--- src/hdl/swrap_pkg.sv ---
`timescale 1ns / 1ps
// ----------------------------------------------------------------------------
// Supercell wrap package
// Shared widths, codes, stage payload types and helper functions.
// ----------------------------------------------------------------------------
package swrap_pkg;

	localparam int PT_W     = 18;
	localparam int VEC_W    = 16;
	localparam int PROD_W   = PT_W + VEC_W;
	localparam int DPROD_W  = 2 * VEC_W;
	localparam int CROSS_W  = PROD_W + 1;
	localparam int DET_W    = DPROD_W + 1;
	localparam int TEST_W   = CROSS_W + 1;
	localparam int SUM_W    = PT_W + 2;
	localparam int STAT_W   = 2;
	localparam int IN_W     = 2 * PT_W;
	localparam int OUT_W    = 2 * PT_W + STAT_W;
	localparam int IN_DATA_W  = ((IN_W + 7) / 8) * 8;
	localparam int OUT_DATA_W = ((OUT_W + 7) / 8) * 8;
	localparam int CFG_IDX_W  = 2;

	localparam logic signed [PT_W-1:0] PT_MAX = {1'b0, {(PT_W-1){1'b1}}};
	localparam logic signed [PT_W-1:0] PT_MIN = {1'b1, {(PT_W-1){1'b0}}};

	typedef enum logic [STAT_W-1:0] {
		ST_INSIDE  = 2'd0,
		ST_SHIFTED = 2'd1,
		ST_NONE    = 2'd2
	} wrap_status_t;

	typedef enum logic [CFG_IDX_W-1:0] {
		CFG_V0_COL = 2'd0,
		CFG_V0_ROW = 2'd1,
		CFG_V1_COL = 2'd2,
		CFG_V1_ROW = 2'd3
	} cfg_index_t;

	// Shift coefficient; the code doubles as an index 0..2 for -1..1.
	typedef enum logic [1:0] {
		SH_NEG  = 2'd0,
		SH_ZERO = 2'd1,
		SH_POS  = 2'd2
	} shift_t;

	typedef struct packed {
		logic signed [PT_W-1:0] row;
		logic signed [PT_W-1:0] col;
	} point_t;

	typedef struct packed {
		logic signed [VEC_W-1:0] v0_col;
		logic signed [VEC_W-1:0] v0_row;
		logic signed [VEC_W-1:0] v1_col;
		logic signed [VEC_W-1:0] v1_row;
	} vecs_t;

	typedef struct packed {
		point_t                    pt;
		logic signed [PROD_W-1:0]  a_pos;
		logic signed [PROD_W-1:0]  a_neg;
		logic signed [PROD_W-1:0]  b_pos;
		logic signed [PROD_W-1:0]  b_neg;
		logic signed [DPROD_W-1:0] d_pos;
		logic signed [DPROD_W-1:0] d_neg;
	} prod_t;

	typedef struct packed {
		point_t                    pt;
		logic signed [CROSS_W-1:0] a;
		logic signed [CROSS_W-1:0] b;
		logic signed [DET_W-1:0]   d;
	} cross_t;

	typedef struct packed {
		point_t       pt;
		wrap_status_t status;
		shift_t       si;
		shift_t       sj;
	} sel_t;

	typedef struct packed {
		point_t       pt;
		wrap_status_t status;
	} result_t;

	// Half-open range test of one scaled coordinate against the determinant.
	function automatic logic in_cell(logic signed [TEST_W-1:0] x, logic signed [DET_W-1:0] d);
		logic signed [TEST_W-1:0] dx;
		logic                     r;
		dx = TEST_W'(d);
		if (d > 0) begin
			r = (x >= 0) && (x < dx);
		end else if (d < 0) begin
			r = (x <= 0) && (x > dx);
		end else begin
			r = 1'b0;
		end
		return r;
	endfunction

	function automatic logic signed [SUM_W-1:0] shift_term(logic signed [VEC_W-1:0] v,
			shift_t s);
		logic signed [SUM_W-1:0] r;
		case (s)
			SH_NEG:  r = -SUM_W'(v);
			SH_POS:  r = SUM_W'(v);
			default: r = '0;
		endcase
		return r;
	endfunction

	function automatic logic signed [PT_W-1:0] sat_pt(logic signed [SUM_W-1:0] v);
		logic signed [PT_W-1:0] r;
		if (v > SUM_W'(PT_MAX)) begin
			r = PT_MAX;
		end else if (v < SUM_W'(PT_MIN)) begin
			r = PT_MIN;
		end else begin
			r = v[PT_W-1:0];
		end
		return r;
	endfunction

endpackage

--- src/hdl/swrap_shift.sv ---
`timescale 1ns / 1ps
// ----------------------------------------------------------------------------
// Supercell wrap shift stage
// Applies the chosen lattice shift and saturates the result coordinates.
// ----------------------------------------------------------------------------
module swrap_shift import swrap_pkg::*; (
	input  logic    clk,
	input  logic    arst_n,
	input  logic    en,
	input  vecs_t   vecs,
	input  logic    in_valid,
	input  sel_t    in_sel,
	output logic    out_valid,
	output result_t out_res
);

	logic                    vld_s4;
	result_t                 res_s4;
	logic signed [SUM_W-1:0] col_sum;
	logic signed [SUM_W-1:0] row_sum;

	always_comb begin
		col_sum = SUM_W'(in_sel.pt.col) + shift_term(vecs.v0_col, in_sel.si)
			+ shift_term(vecs.v1_col, in_sel.sj);
		row_sum = SUM_W'(in_sel.pt.row) + shift_term(vecs.v0_row, in_sel.si)
			+ shift_term(vecs.v1_row, in_sel.sj);
	end

	always_ff @(posedge clk or negedge arst_n) begin
		if (!arst_n) begin
			vld_s4 <= 1'b0;
		end else if (en) begin
			vld_s4 <= in_valid;
		end
	end

	always_ff @(posedge clk) begin
		if (en) begin
			res_s4.pt.col <= sat_pt(col_sum);
			res_s4.pt.row <= sat_pt(row_sum);
			res_s4.status <= in_sel.status;
		end
	end

	assign out_valid = vld_s4;
	assign out_res   = res_s4;

endmodule

--- config.mk ---
export PLATFORM = sky130hd
export DESIGN_NAME = swrap_shift
export DESIGN_NICKNAME = d
export VERILOG_FILES = /design/src/hdl/swrap_pkg.sv /design/src/hdl/swrap_shift.sv
export SDC_FILE = /design/constraint.sdc
export NUM_CORES = 1
export LEC_CHECK = 0
export BUFFER_PORTS_ARGS = -buffer_cell sky130_fd_sc_hd__buf_2
export CORE_MARGIN = 2
export CORE_UTILIZATION = 55
export CTS_CLUSTER_SIZE = 14
export DETAILED_ROUTE_END_ITERATION = 16
export PLACE_DENSITY = 0.87
export SYNTH_ARGS = -nofsm -noshare
export SYNTH_HDL_FRONTEND = slang
export SYNTH_SLANG_ARGS = --single-unit
--- constraint.sdc ---
create_clock -name clk -period 1 [get_ports clk]
set_clock_uncertainty 0.1 [all_clocks]
set_input_delay 0.15 -clock clk [delete_from_list [all_inputs] [get_ports clk]]
set_output_delay 0.15 -clock clk [all_outputs]
set_load 0.03 [all_outputs]
==> summary.md, run 1 <==
| Metric | Value |
|---|---|
| # clock sinks | `39` |
| Width of the die | `between 100 and 150 um` |
| Die height | `approximately 110 um` |
| Post-Syn Area per Cell | `between 8 and 9 um2` |
| Post-synthesis mux area share | `0.0107` |
| Syn Nets | `roughly 860` |
| Tool error | `[ERROR GRT-0232] Routing congestion too high. Check the congestion heatmap in the GUI.` |
| Post-synthesis adder-cell area fraction | `0.227` |
| GPL Wtd Cong | `about 1.1` |
| Post-Syn Area | `around 5700 um2` |
| Largest net degree at the start of global routing | `20` |
| Gr ovfl total | `12` |
| Synth top area share | `0.199` |
| Fail Step | `global routing (5_1_grt)` |
| H-tree Lvls | `2` |
| Most used flip-flop cell after synthesis | `edfxtp_1` |
| Register bit count reported by yosys | `39` |
| Cell Rows | `37` |
| Initial core utilization | `0.561` |
| Seq/Total Area, Yosys | `0.203` |
| Post-Syn Instances | `between 600 and 700` |
| YS warnings | `0` |
| Worst_ep grt | `out_res[33]$_SDFFCE_PN1P_/D` |
| Placed Area | `roughly 8300 um2` |
| EDFF count, synth | `38` |
| Xor and xnor area share after synthesis | `0.108` |
| CTS max path bufs | `2` |
| Main combinational cell family by area after synthesis | `compound AO/OA/AOI/OAI gates` |
| Library cells used by synthesis | `63` |
| GRT Total Usage | `0.737` |
| # port buffers | `between 100 and 150` |
| Asr flop ratio synth | `0.0256` |
| Clk root buf | `clkbuf_8` |
| Status | `stopped before the end` |
| Dpl cells | `1,130` |
| Cell taking the most area after synthesis | `edfxtp_1` |
| I/O pin count | `about 150` |
| Num CTS Buffers | `5` |
| Compound-Gate Fraction of Synth Area | `0.241` |
| Synth area leaders | `edfxtp_1, fa_1, xnor2_1, ha_1, a21oi_1` |
| Synth Area in Simple Gates | `0.170` |
| Worst endpoint type | `register data pin` |
| DP HPWL | `between 15,000 and 20,000 um` |
[what timing repair did]
item,CTS
endpoints found under the setup margin,75
hold endpoints to repair,4
setup buffers,16
pin swaps,32
hold buffers,4
resized for setup,155
[stage by stage]
step	setup WS, ps	hold WS [ps]
floorplan	-3090	-246
global placement	-3300	-175
CTS	-2960	57.9
detailed placement	-3570	-173
[cells by family after synthesis]
kind of cell	count (synthesis)
xor+xnor	68
flops	39
buf+inv	57
compound gates	223
simple gates	195
mux	6
fa+ha+maj	80
[cell usage after synthesis, types with 4 or more instances]
| master | n |
|---|---|
| a211oi_1 | 6 |
| a21o_1 | 12 |
| a21oi_1 | 99 |
| a31oi_1 | 12 |
| and3_1 | 4 |
| buf_2 | 4 |
| clkbuf_1 | 15 |
| edfxtp_1 | 38 |
| fa_1 | 40 |
| ha_1 | 40 |
| inv_1 | 33 |
| mux2i_1 | 5 |
| nand2_1 | 23 |
| nand2b_1 | 5 |
| nand3_1 | 11 |
| nor2_1 | 86 |
| nor3_1 | 22 |
| nor4_1 | 5 |
| o21a_1 | 21 |
| o21ai_0 | 37 |
| o21bai_1 | 4 |
| or3_1 | 20 |
| xnor2_1 | 58 |
| xor2_1 | 8 |
[routing by layer]
metal / overflow / track usage
met5: 0 / 0.252
met2: 9 / 0.928
met3: 0 / 0.594
met1: 0 / 0.697
met4: 3 / 0.754
==> run 2, diff against run 1 <==
Settings changed: CORE_UTILIZATION 55 to 40, CTS_CLUSTER_SIZE 14 to default, PLACE_DENSITY 0.87 to default, PLACE_DENSITY_LB_ADDON from default to 0.15.
==> run 2 against run 1 <==
The flow now finishes, with violations (setup timing). Synthesized cell count did not move. Synthesized area stayed put.
==> summary.md, run 2 <==
| Metric | Value |
|---|---|
| Status | `finished with violations` |
| Failing checks | `setup timing` |
| Final wirelength | `slightly below 20,000 um` |
| I/O pin count | `149` |
| Max Cap Viol | `0` |
| Most common cell after layout, fill and taps aside | `buf_4` |
| Synth cell count leaders | `a21oi_1, nor2_1, xnor2_1` |
| GPL Wtd Cong | `roughly 0.97` |
| 1st-iter DRT viols | `just over 300` |
| Clk root buf | `clkbuf_16` |
| Least-Margin Pin Slew | `411 ps` |
| Worst min-delay path startpoint | `in_valid` |
| Arr. time, crit path | `roughly 4200 ps` |
| Worst setup path start | `vecs[4]` |
| Gr ovfl total | `0` |
| Post-Syn Instances | `~670` |
| Asr flop ratio synth | `0.0256` |
| Final min period | `around 4200 ps` |
| Synth area leaders | `edfxtp_1, fa_1, xnor2_1, ha_1, a21oi_1` |
| Seq/Total Area, Yosys | `0.203` |
| Synth top area share | `0.199` |
| Hold/Removal Path Class | `in2reg` |
| Setup TNS | `-113,380 ps` |
| Final Hold Fails | `0` |
| Slowest CP cell | `or4_4` |
| Critical Path RT | `roughly 940 ps` |
| Most frequent cells in the layout | `buf_4, buf_2, nor2_1, a21oi_1, xnor2_1` |
| CTS max path bufs | `2` |
| DRT Pass-1 Iters | `4` |
| Gate power share | `0.721` |
| Width of the die | `about 120 um` |
| Sw Share | `0.409` |
| Layout area overhead | `73.0%` |
| H-tree Lvls | `2` |
| Reg2reg start | `out_valid` |
| Post-Syn Area per Cell | `around 8.6 um2` |
| EDFF count, synth | `38` |
| # clock sinks | `39` |
| Cell taking the most area after synthesis | `edfxtp_1` |
| Worst Path Max Fanout | `4` |
| Post-Syn Area | `between 5000 and 6000 um2` |
| DR vias | `about 6.4k` |
| Register bit count reported by yosys | `39` |
| First-pass GRT wire length | `around 30,000 um` |
| Crit path top cell by count | `a21oi_2` |
| Clock share of power | `0.103` |
| Via/cell ratio | `5.15` |
| Diode count | `0` |
| Library cells used by synthesis | `63` |
| Final hold slack | `approximately 3.1 ps` |
| Psw | `between 7 and 8 mW` |
| Most frequent cell after synthesis | `a21oi_1` |
| Clock Latency Late Sink | `between 200 and 300 ps` |
| Critical Path Sink Type | `flip-flop` |
| Largest register FFs | `38` |
| Syn Nets | `858` |
| Leakage | `roughly 4.4 nW` |
| Max stage delay on crit path | `between 500 and 600 ps` |
| Detail Route Antenna Nets | `0` |
| Critical Path, Cell by Cell | `buf_6, or4_4, nor3_4, nand2_2, nor2_4, a21oi_2, xnor2_1, nor2_2, fa_1, ha_4, nand4_1, buf_4, a2bb2oi_4, a21oi_2, o211ai_1, a21oi_2, a211oi_4, buf_4, o31a_1` |
| Fin nets | `roughly 1.3k` |
| Rel. slew slack | `0.725` |
| Share of post-route cells with drive strength above 1 | `0.516` |
| Core ar. | `between 10,000 and 15,000 um2` |
| Die area | `roughly 15,000 um2` |
| RSZ-0062 raised after global routing | `yes` |
| Die height | `around 120 um` |
| Largest net degree at the start of global routing | `19` |
| Core Util, Final | `0.712` |
| DP HPWL | `between 15,000 and 20,000 um` |
| Total power | `17.2 mW` |
| Final setup violation count | `75` |
| Tcrit/Tclk final | `4.23` |
| Highest Clock Rate | `237 MHz` |
| Num CTS Buffers | `5` |
| Most used flip-flop cell after synthesis | `edfxtp_1` |
| Flop pwr share | `0.177` |
| Remaining DRCs | `0` |
| GRT Total Usage | `0.250` |
| Initial core utilization | `0.412` |
| CTS tree | `done` |
| Maximum vdd drop | `just under 1 mV` |
| Final Max Tran Viols | `0` |
| Final worst setup slack | `-3230 ps` |
| Cell Rows | `43` |
| Clock-pin slew on the worst setup and hold paths | `roughly 60 ps` |
| Number of global-route vias before repair | `6,223` |
| Startpoint class of the critical path | `input pin` |
| Internal | `between 10 and 15 mW` |
| Initial antenna violation count | `0` |
| Average routed wire per standard cell | `15.8 um` |
| # port buffers | `148` |
| YS warnings | `0` |
| Critical path class | `in2reg` |
| PD cells | `1730 nW/um2` |
-- run 2: cell counts after synthesis --
No cell type changed its count.
-- run 2: cell type report --
type,instances,area [um2]
Inverter,33,124
Clock buffer,5,125
Multi-Input combinational cell,572,5100
Tap cell,180,225
Sequential cell,39,1170
Timing Repair Buffer,411,3150
Fill cell,1088,4010
Clock inverter,2,37.5
-- run 2: kinds of logic (layout without fill, tap and decap cells) --
| logic type | after synthesis | after routing | share of synthesized area |
|---|---|---|---|
| AO/OA/AOI/OAI | 223 | 223 | 0.241 |
| AND/OR/NAND/NOR | 195 | 195 | 0.170 |
| adder cells (fa/ha/maj) | 80 | 80 | 0.227 |
| XOR/XNOR | 68 | 68 | 0.108 |
| buffers and inverters | 57 | 451 | 0.0408 |
| flip-flops | 39 | 39 | 0.203 |
| multiplexers | 6 | 6 | 0.0107 |
-- run 2: worst paths after layout --
path,endpoint,slack (ps),cells past startpoint
min reg2reg,out_valid,430,1
max,out_res[33],-3230,19
max reg2reg,out_valid,150,1
max in group asynchronous,out_valid,630,2
min,out_valid,3,2
min in group asynchronous,out_valid,80,2
-- run 2: routing by layer --
layer / part of all wire / track usage / up-vias
met3: 0.042 / 0.0142 / 22
met2: 0.47 / 0.419 / 183
li1: - / - / 3215
met4: 0.015 / 0.0611 / 0
met1: 0.47 / 0.353 / 2977
met5: 0 / 0 / -
-- run 2: power by group through the flow --
| stage | Sequential (mW) | Clock (mW) | Combinational, mW |
|---|---|---|---|
| 2_1_floorplan | 4.25 | 0 | 4.69 |
| 3_3_place_gp | 2.90 | 0 | 9.52 |
| 3_5_place_dp | 2.92 | 0 | 9.71 |
| 4_1_cts | 3.05 | 1.78 | 11.2 |
| 5_1_grt | 3.10 | 1.83 | 13.3 |
| 6_report | 3.04 | 1.76 | 12.4 |
-- run 2: stage by stage --
step	instance area [um2]	cells	setup WS, ps
final	9930	1242	-3230
after CTS	9390	1231	-3070
after global routing	9930	1242	-3430
after detailed placement	8570	1204	-3770
after global placement	8570	1204	-3590
after floorplan	6000	668	-3090
-- run 2: critical path, delay by kind of cell --
family,cells,cell delay (ps)
buffers and inverters,3,470
and+or+nand+nor,6,1310
AOI/OAI and AO/OA,7,1190
xor gates and xnor gates,1,190
adders and majority gates,2,830
-- run 2: timing repair --
| item | in CTS | in global routing |
|---|---|---|
| pin swaps | 48 | 49 |
| hold endpoints to repair | 3 | 0 |
| hold buffers | 3 | 0 |
| resized for setup | 121 | 86 |
| gates cloned | 0 | 2 |
| setup buffers | 17 | 11 |
| setup endpoints to repair | 75 | 75 |
Power figures use the tool's default switching activity.
==> run 3, diff against run 2 <==
Settings changed: RECOVER_POWER from default to 100, SKIP_LAST_GASP from default to 1.
==> run 3 against run 2 <==
The flow still finishes with violations (setup timing). Wire length shrank 0.10%. Total power is essentially flat. Via count shrank 0.19%. Setup slack is essentially flat. Largest cell class unchanged. Fmax is essentially flat. Die area is the same. Non-clock buffer count is the same. Global-route usage is the same. Final cell count is the same. Utilization shrank 0.20 points. Critical path type unchanged.
==> summary.md, run 3 (synthesis results as in run 2) <==
| Metric | Value |
|---|---|
| Share of post-route cells with drive strength above 1 | `0.512` |
| Rel. slew slack | `0.725` |
| Worst hold stages | `2` |
| CTS max path bufs | `2` |
| Largest register FFs | `38` |
| Die area | `between 15,000 and 20,000 um2` |
| Arr. time, crit path | `between 4000 and 5000 ps` |
| Final wirelength | `just under 20,000 um` |
| Worst Path Max Fanout | `4` |
| DP HPWL | `between 15,000 and 20,000 um` |
| Gr ovfl total | `0` |
| Layout fillers | `1,095` |
| WHS Endpoint | `out_valid` |
| Die height | `roughly 120 um` |
| Initial core utilization | `0.412` |
| Clock Latency Late Sink | `between 200 and 300 ps` |
| Critical Path RT | `roughly 940 ps` |
| DP Worst Slack | `-3770 ps` |
| GPL Wtd Cong | `between 0.9 and 1` |
| Final Hold Fails | `0` |
| # port buffers | `between 100 and 150` |
| Dpl cells | `around 1.2k` |
| Startpoint class of the critical path | `input pin` |
| RSZ-0062 raised after global routing | `yes` |
| Width of the die | `between 100 and 150 um` |
| Layout area overhead | `72.5%` |
| Tcrit/Tclk final | `4.23` |
| Final worst setup slack | `-3230 ps` |
| Via/cell ratio | `approximately 5.1` |
| GRT Total Usage | `0.250` |
| Core ar. | `around 14,000 um2` |
| Highest Clock Rate | `roughly 240 MHz` |
| # clock sinks | `39` |
| Num CTS Buffers | `5` |
| Fin nets | `roughly 1.3k` |
| Worst min-delay path startpoint | `in_valid` |
| Cell Rows | `43` |
| Number of global-route vias before repair | `just over 6k` |
| Critical Path Sink Type | `flip-flop` |
| Clk root buf | `clkbuf_16` |
| DRT Pass-1 Iters | `5` |
| Detail Route Antenna Nets | `0` |
| Max Cap Viol | `0` |
| DR vias | `about 6.4k` |
| Post-Layout Cell Count | `approximately 1.2k` |
| CTS tree | `done` |
| Final Max Tran Viols | `0` |
| Reg2reg start | `out_valid` |
| Hold/Removal Path Class | `in2reg` |
| Remaining DRCs | `0` |
| H-tree Lvls | `2` |
| First-pass GRT wire length | `between 20,000 and 30,000 um` |
| Average routed wire per standard cell | `approximately 16 um` |
| Maximum vdd drop | `0.989 mV` |
| Worst reg-to-reg setup slack | `~150 ps` |
| Failing checks | `setup timing` |
| Most frequent cells in the layout | `buf_4, buf_2, nor2_1, a21oi_1, xnor2_1` |
| Initial antenna violation count | `0` |
| 1st-iter DRT viols | `around 310` |
| Leakage | `4.41 nW` |
| Clock-pin slew on the worst setup and hold paths | `about 60 ps` |
| Most common cell after layout, fill and taps aside | `buf_4` |
| Final min period | `roughly 4200 ps` |
| PD cells | `between 1500 and 2000 nW/um2` |
| Reg-to-reg critical path endpoint | `out_valid` |
| Worst setup path start | `vecs[4]` |
| Critical path class | `in2reg` |
| Largest net degree at the start of global routing | `19` |
| Final setup violation count | `75` |
| Status | `finished with violations` |
| Diode count | `0` |
| Least-Margin Pin Slew | `around 400 ps` |
| R2R cell count | `1` |
| I/O pin count | `~150` |
==> run 3: cell types whose count changed in the layout (fill, tap and decap cells not counted) <==
| cell | change |
|---|---|
| buf_12 | -1 |
| buf_2 | -1 |
| clkbuf_2 | +1 |
| clkbuf_4 | +1 |
| buf_4 | -4 |
| clkbuf_1 | +4 |
==> run 3: critical path, stage by stage <==
cell and delay (ps):
buf_6 90, or4_4 570, nor3_4 170, nand2_2 110, nor2_4 150, a21oi_2 80, xnor2_1 190, nor2_2 80
fa_1 520, ha_4 310, nand4_1 230, buf_4 240, a2bb2oi_4 170, a21oi_2 150, o211ai_1 140, a21oi_2 320
a211oi_4 110, buf_4 150, o31a_1 220
==> run 3: cell type report <==
class / instances / area [um2] / share of cell area
multi-input combinational: 572 / 5100 / 0.515
timing repair buffer: 411 / 3130 / 0.316
sequential: 39 / 1170 / 0.118
tap: 180 / 225 / 0.0227
clock buffer: 5 / 125 / 0.0126
inverter: 33 / 124 / 0.0125
clock inverter: 2 / 37.5 / 0.00379
==> run 3: report_power, final <==
group / switching, mW / internal (mW) / leakage, nW
sequential: 0.278 / 2.76 / 0.383
combinational: 6.16 / 6.23 / 3.95
clock: 0.606 / 1.16 / 0.0759
==> run 3: how the worst max path moves through the flow <==
stage / to / slack, ps / depth (start not counted)
3_3_place_gp: out_res[26] / -3590 / 16
3_5_place_dp: out_res[25] / -3770 / 16
5_1_grt: out_res[33] / -3430 / 19
6_report: out_res[33] / -3230 / 19
2_1_floorplan: out_res[20] / -3090 / 16
4_1_cts: out_res[16] / -3070 / 18
==> run 3: timing repair <==
item	4_1_cts	5_1_grt
endpoints found under the hold margin	3	0
pin swaps	47	48
buffers inserted	17	11
hold buffers	3	0
gates resized for setup	121	86
gates cloned	0	2
setup endpoints to repair	75	75
==> run 3: layer usage <==
| metal | GRT usage | up-vias | share of wire |
|---|---|---|---|
| met5 | 0 | - | 0 |
| met4 | 0.0611 | 0 | 0.016 |
| met3 | 0.0142 | 22 | 0.041 |
| met2 | 0.419 | 170 | 0.47 |
| met1 | 0.353 | 2973 | 0.47 |
| li1 | - | 3220 | - |
==> run 3: metrics by stage <==
step | total power [mW] | setup TNS, ps | utilization | area [um2] | hold WS [ps]
after detailed placement | 12.6 | -127690 | 0.615 | 8570 | -174
final | 17.2 | -113290 | 0.711 | 9900 | 2.23
after global routing | 18.2 | -121020 | 0.711 | 9900 | 11.1
after floorplan | 8.93 | -106450 | - | 6000 | -246
after CTS | 16.1 | -111650 | 0.674 | 9390 | 2.04
after global placement | 12.4 | -123940 | 0.615 | 8570 | -174
==> run 4, diff against run 3 <==
Settings changed: RECOVER_POWER 100 to default.
==> run 4 against run 3 <==
The run still ends with setup timing left. Sequential share of layout area about the same. Setup slack worse by 20 ps. Design area up 0.28%. Fmax is 0.47% lower. First-iteration DRC count up 5.8%. Die area stayed put. Worst hold slack better by 0.86 ps. Critical path depth is the same. Final cell count did not move. Count of clock-buffer cells in the layout is the same. Combinational power is essentially flat. Highest routed layer unchanged.
==> summary.md, run 4 (synthesis results as in run 2) <==
| Metric | Value |
|---|---|
| Status | `finished with violations` |
| Failing checks | `setup timing` |
| Clock-pin slew on the worst setup and hold paths | `approximately 60 ps` |
| Largest net degree at the start of global routing | `19` |
| Maximum vdd drop | `roughly 0.99 mV` |
| DP HPWL | `about 16,000 um` |
| Worst Path Max Fanout | `4` |
| Highest Clock Rate | `about 240 MHz` |
| RSZ-0062 raised after global routing | `yes` |
| Final worst setup slack | `-3250 ps` |
| Diode count | `0` |
| Core ar. | `13,900 um2` |
| Worst reg-to-reg setup slack | `150 ps` |
| H-tree Lvls | `2` |
| Gate power share | `0.721` |
| Leakage | `about 4.4 nW` |
| Arr. time, crit path | `between 4000 and 5000 ps` |
| Most frequent cells in the layout | `buf_4, buf_2, nor2_1, a21oi_1, xnor2_1` |
| Final Hold Fails | `0` |
| Num CTS Buffers | `5` |
| Die area | `15,300 um2` |
| Least-Margin Pin Slew | `413 ps` |
| # clock sinks | `39` |
| Clk root buf | `clkbuf_16` |
| Dpl cells | `approximately 1.2k` |
| Flop pwr share | `0.177` |
| GRT Total Usage | `0.250` |
| Critical Path RT | `roughly 940 ps` |
| Post-Layout Cell Count | `roughly 1.2k` |
| Average routed wire per standard cell | `15.9 um` |
| Total power | `roughly 17 mW` |
| Clock share of power | `0.102` |
| CTS tree | `done` |
| Layout area overhead | `73.0%` |
| Die height | `roughly 120 um` |
| GPL Wtd Cong | `~1` |
| DRT Pass-1 Iters | `4` |
| # port buffers | `between 100 and 150` |
| Critical Path Sink Type | `flip-flop` |
| 1st-iter DRT viols | `330` |
| Max Cap Viol | `0` |
| Largest register FFs | `38` |
| Final Max Tran Viols | `0` |
| Detail Route Antenna Nets | `0` |
| CTS max path bufs | `2` |
| Final wirelength | `roughly 20,000 um` |
| Critical path class | `in2reg` |
| First-pass GRT wire length | `roughly 30,000 um` |
| Initial antenna violation count | `0` |
| Tcrit/Tclk final | `4.25` |
| Gr ovfl total | `0` |
| Initial core utilization | `0.412` |
| Fin nets | `approximately 1.3k` |
| Cell Rows | `43` |
| Internal | `between 10 and 15 mW` |
| Final min period | `between 4000 and 5000 ps` |
| Final setup violation count | `75` |
| Clock Latency Late Sink | `280 ps` |
| PD cells | `around 1700 nW/um2` |
| Startpoint class of the critical path | `input pin` |
| Width of the die | `124 um` |
| DR vias | `between 6k and 7k` |
| Psw | `a little over 7 mW` |
| Rel. slew slack | `0.724` |
| Via/cell ratio | `about 5.1` |
| Layout fillers | `roughly 1.1k` |
| Hold/Removal Path Class | `in2reg` |
| I/O pin count | `around 150` |
| Sw Share | `0.409` |
| Number of global-route vias before repair | `about 6.2k` |
| Most common cell after layout, fill and taps aside | `buf_4` |
| Final hold slack | `around 3.1 ps` |
| Remaining DRCs | `0` |
| Share of post-route cells with drive strength above 1 | `0.516` |
[run 4: cell count changes in the layout (fill, tap and decap cells not counted)]
cell and change:
buf_2 +1, clkbuf_4 -1, buf_4 +4, clkbuf_2 -1
clkbuf_1 -4, buf_12 +1
[run 4: area by class of cell]
cell class	instances	area, um2	share of cell area
timing repair buffer	411	3150	0.318
multi-input combinational	572	5100	0.513
tap	180	225	0.0227
clock buffer	5	125	0.0126
sequential	39	1170	0.117
inverter	33	124	0.0125
clock inverter	2	37.5	0.00378
[run 4: power groups by stage]
stage               registers (mW)  logic, mW  clock network (mW)
finish                        3.04       12.4                1.76
CTS                           3.05       11.2                1.78
detailed placement            2.92       9.71                   0
floorplan                     4.25       4.69                   0
global placement              2.90       9.52                   0
global route                  3.10       13.3                1.83
[run 4: what timing repair did]
item                                    4_1_cts  5_1_grt
resized for setup                           121       86
endpoints found under the hold margin         3        0
hold buffers                                  3        0
cloned                                        0        2
endpoints found under the setup margin       75       75
buffers inserted                             17       11
pin swaps                                    47       48
[run 4: critical path, cell delays in order]
cell	delay, ps
buf_6	90
or4_4	570
nor3_4	170
nand2_2	110
nor2_4	150
a21oi_2	80
xnor2_1	190
nor2_2	80
fa_1	520
ha_4	310
nand4_1	240
buf_4	240
a2bb2oi_4	170
a21oi_2	150
o211ai_1	140
a21oi_2	320
a211oi_4	110
buf_4	160
o31a_1	220
[run 4: per-layer routing]
layer	GRT usage	vias to the layer above	wire length (um)
met5	0	-	0
li1	-	3215	-
met1	0.353	2980	9260
met2	0.419	177	9350
met3	0.0142	24	777
met4	0.0611	0	310
[run 4: worst paths after layout]
path,from,cells after the start,to
max in group asynchronous,arst_n,2,out_valid
max reg2reg,out_valid,1,out_valid
min in group asynchronous,arst_n,2,out_valid
max,vecs[4],19,out_res[33]
min,in_valid,2,out_valid
min reg2reg,out_valid,1,out_valid
[run 4: per-stage QoR]
step / utilization / area, um2 / setup slack [ps] / setup TNS (ps)
2_1_floorplan: - / 6000 / -3090 / -106450
3_3_place_gp: 0.615 / 8570 / -3590 / -123940
3_5_place_dp: 0.615 / 8570 / -3770 / -127690
4_1_cts: 0.674 / 9390 / -3070 / -111650
5_1_grt: 0.712 / 9930 / -3430 / -121020
6_report: 0.712 / 9930 / -3250 / -113720
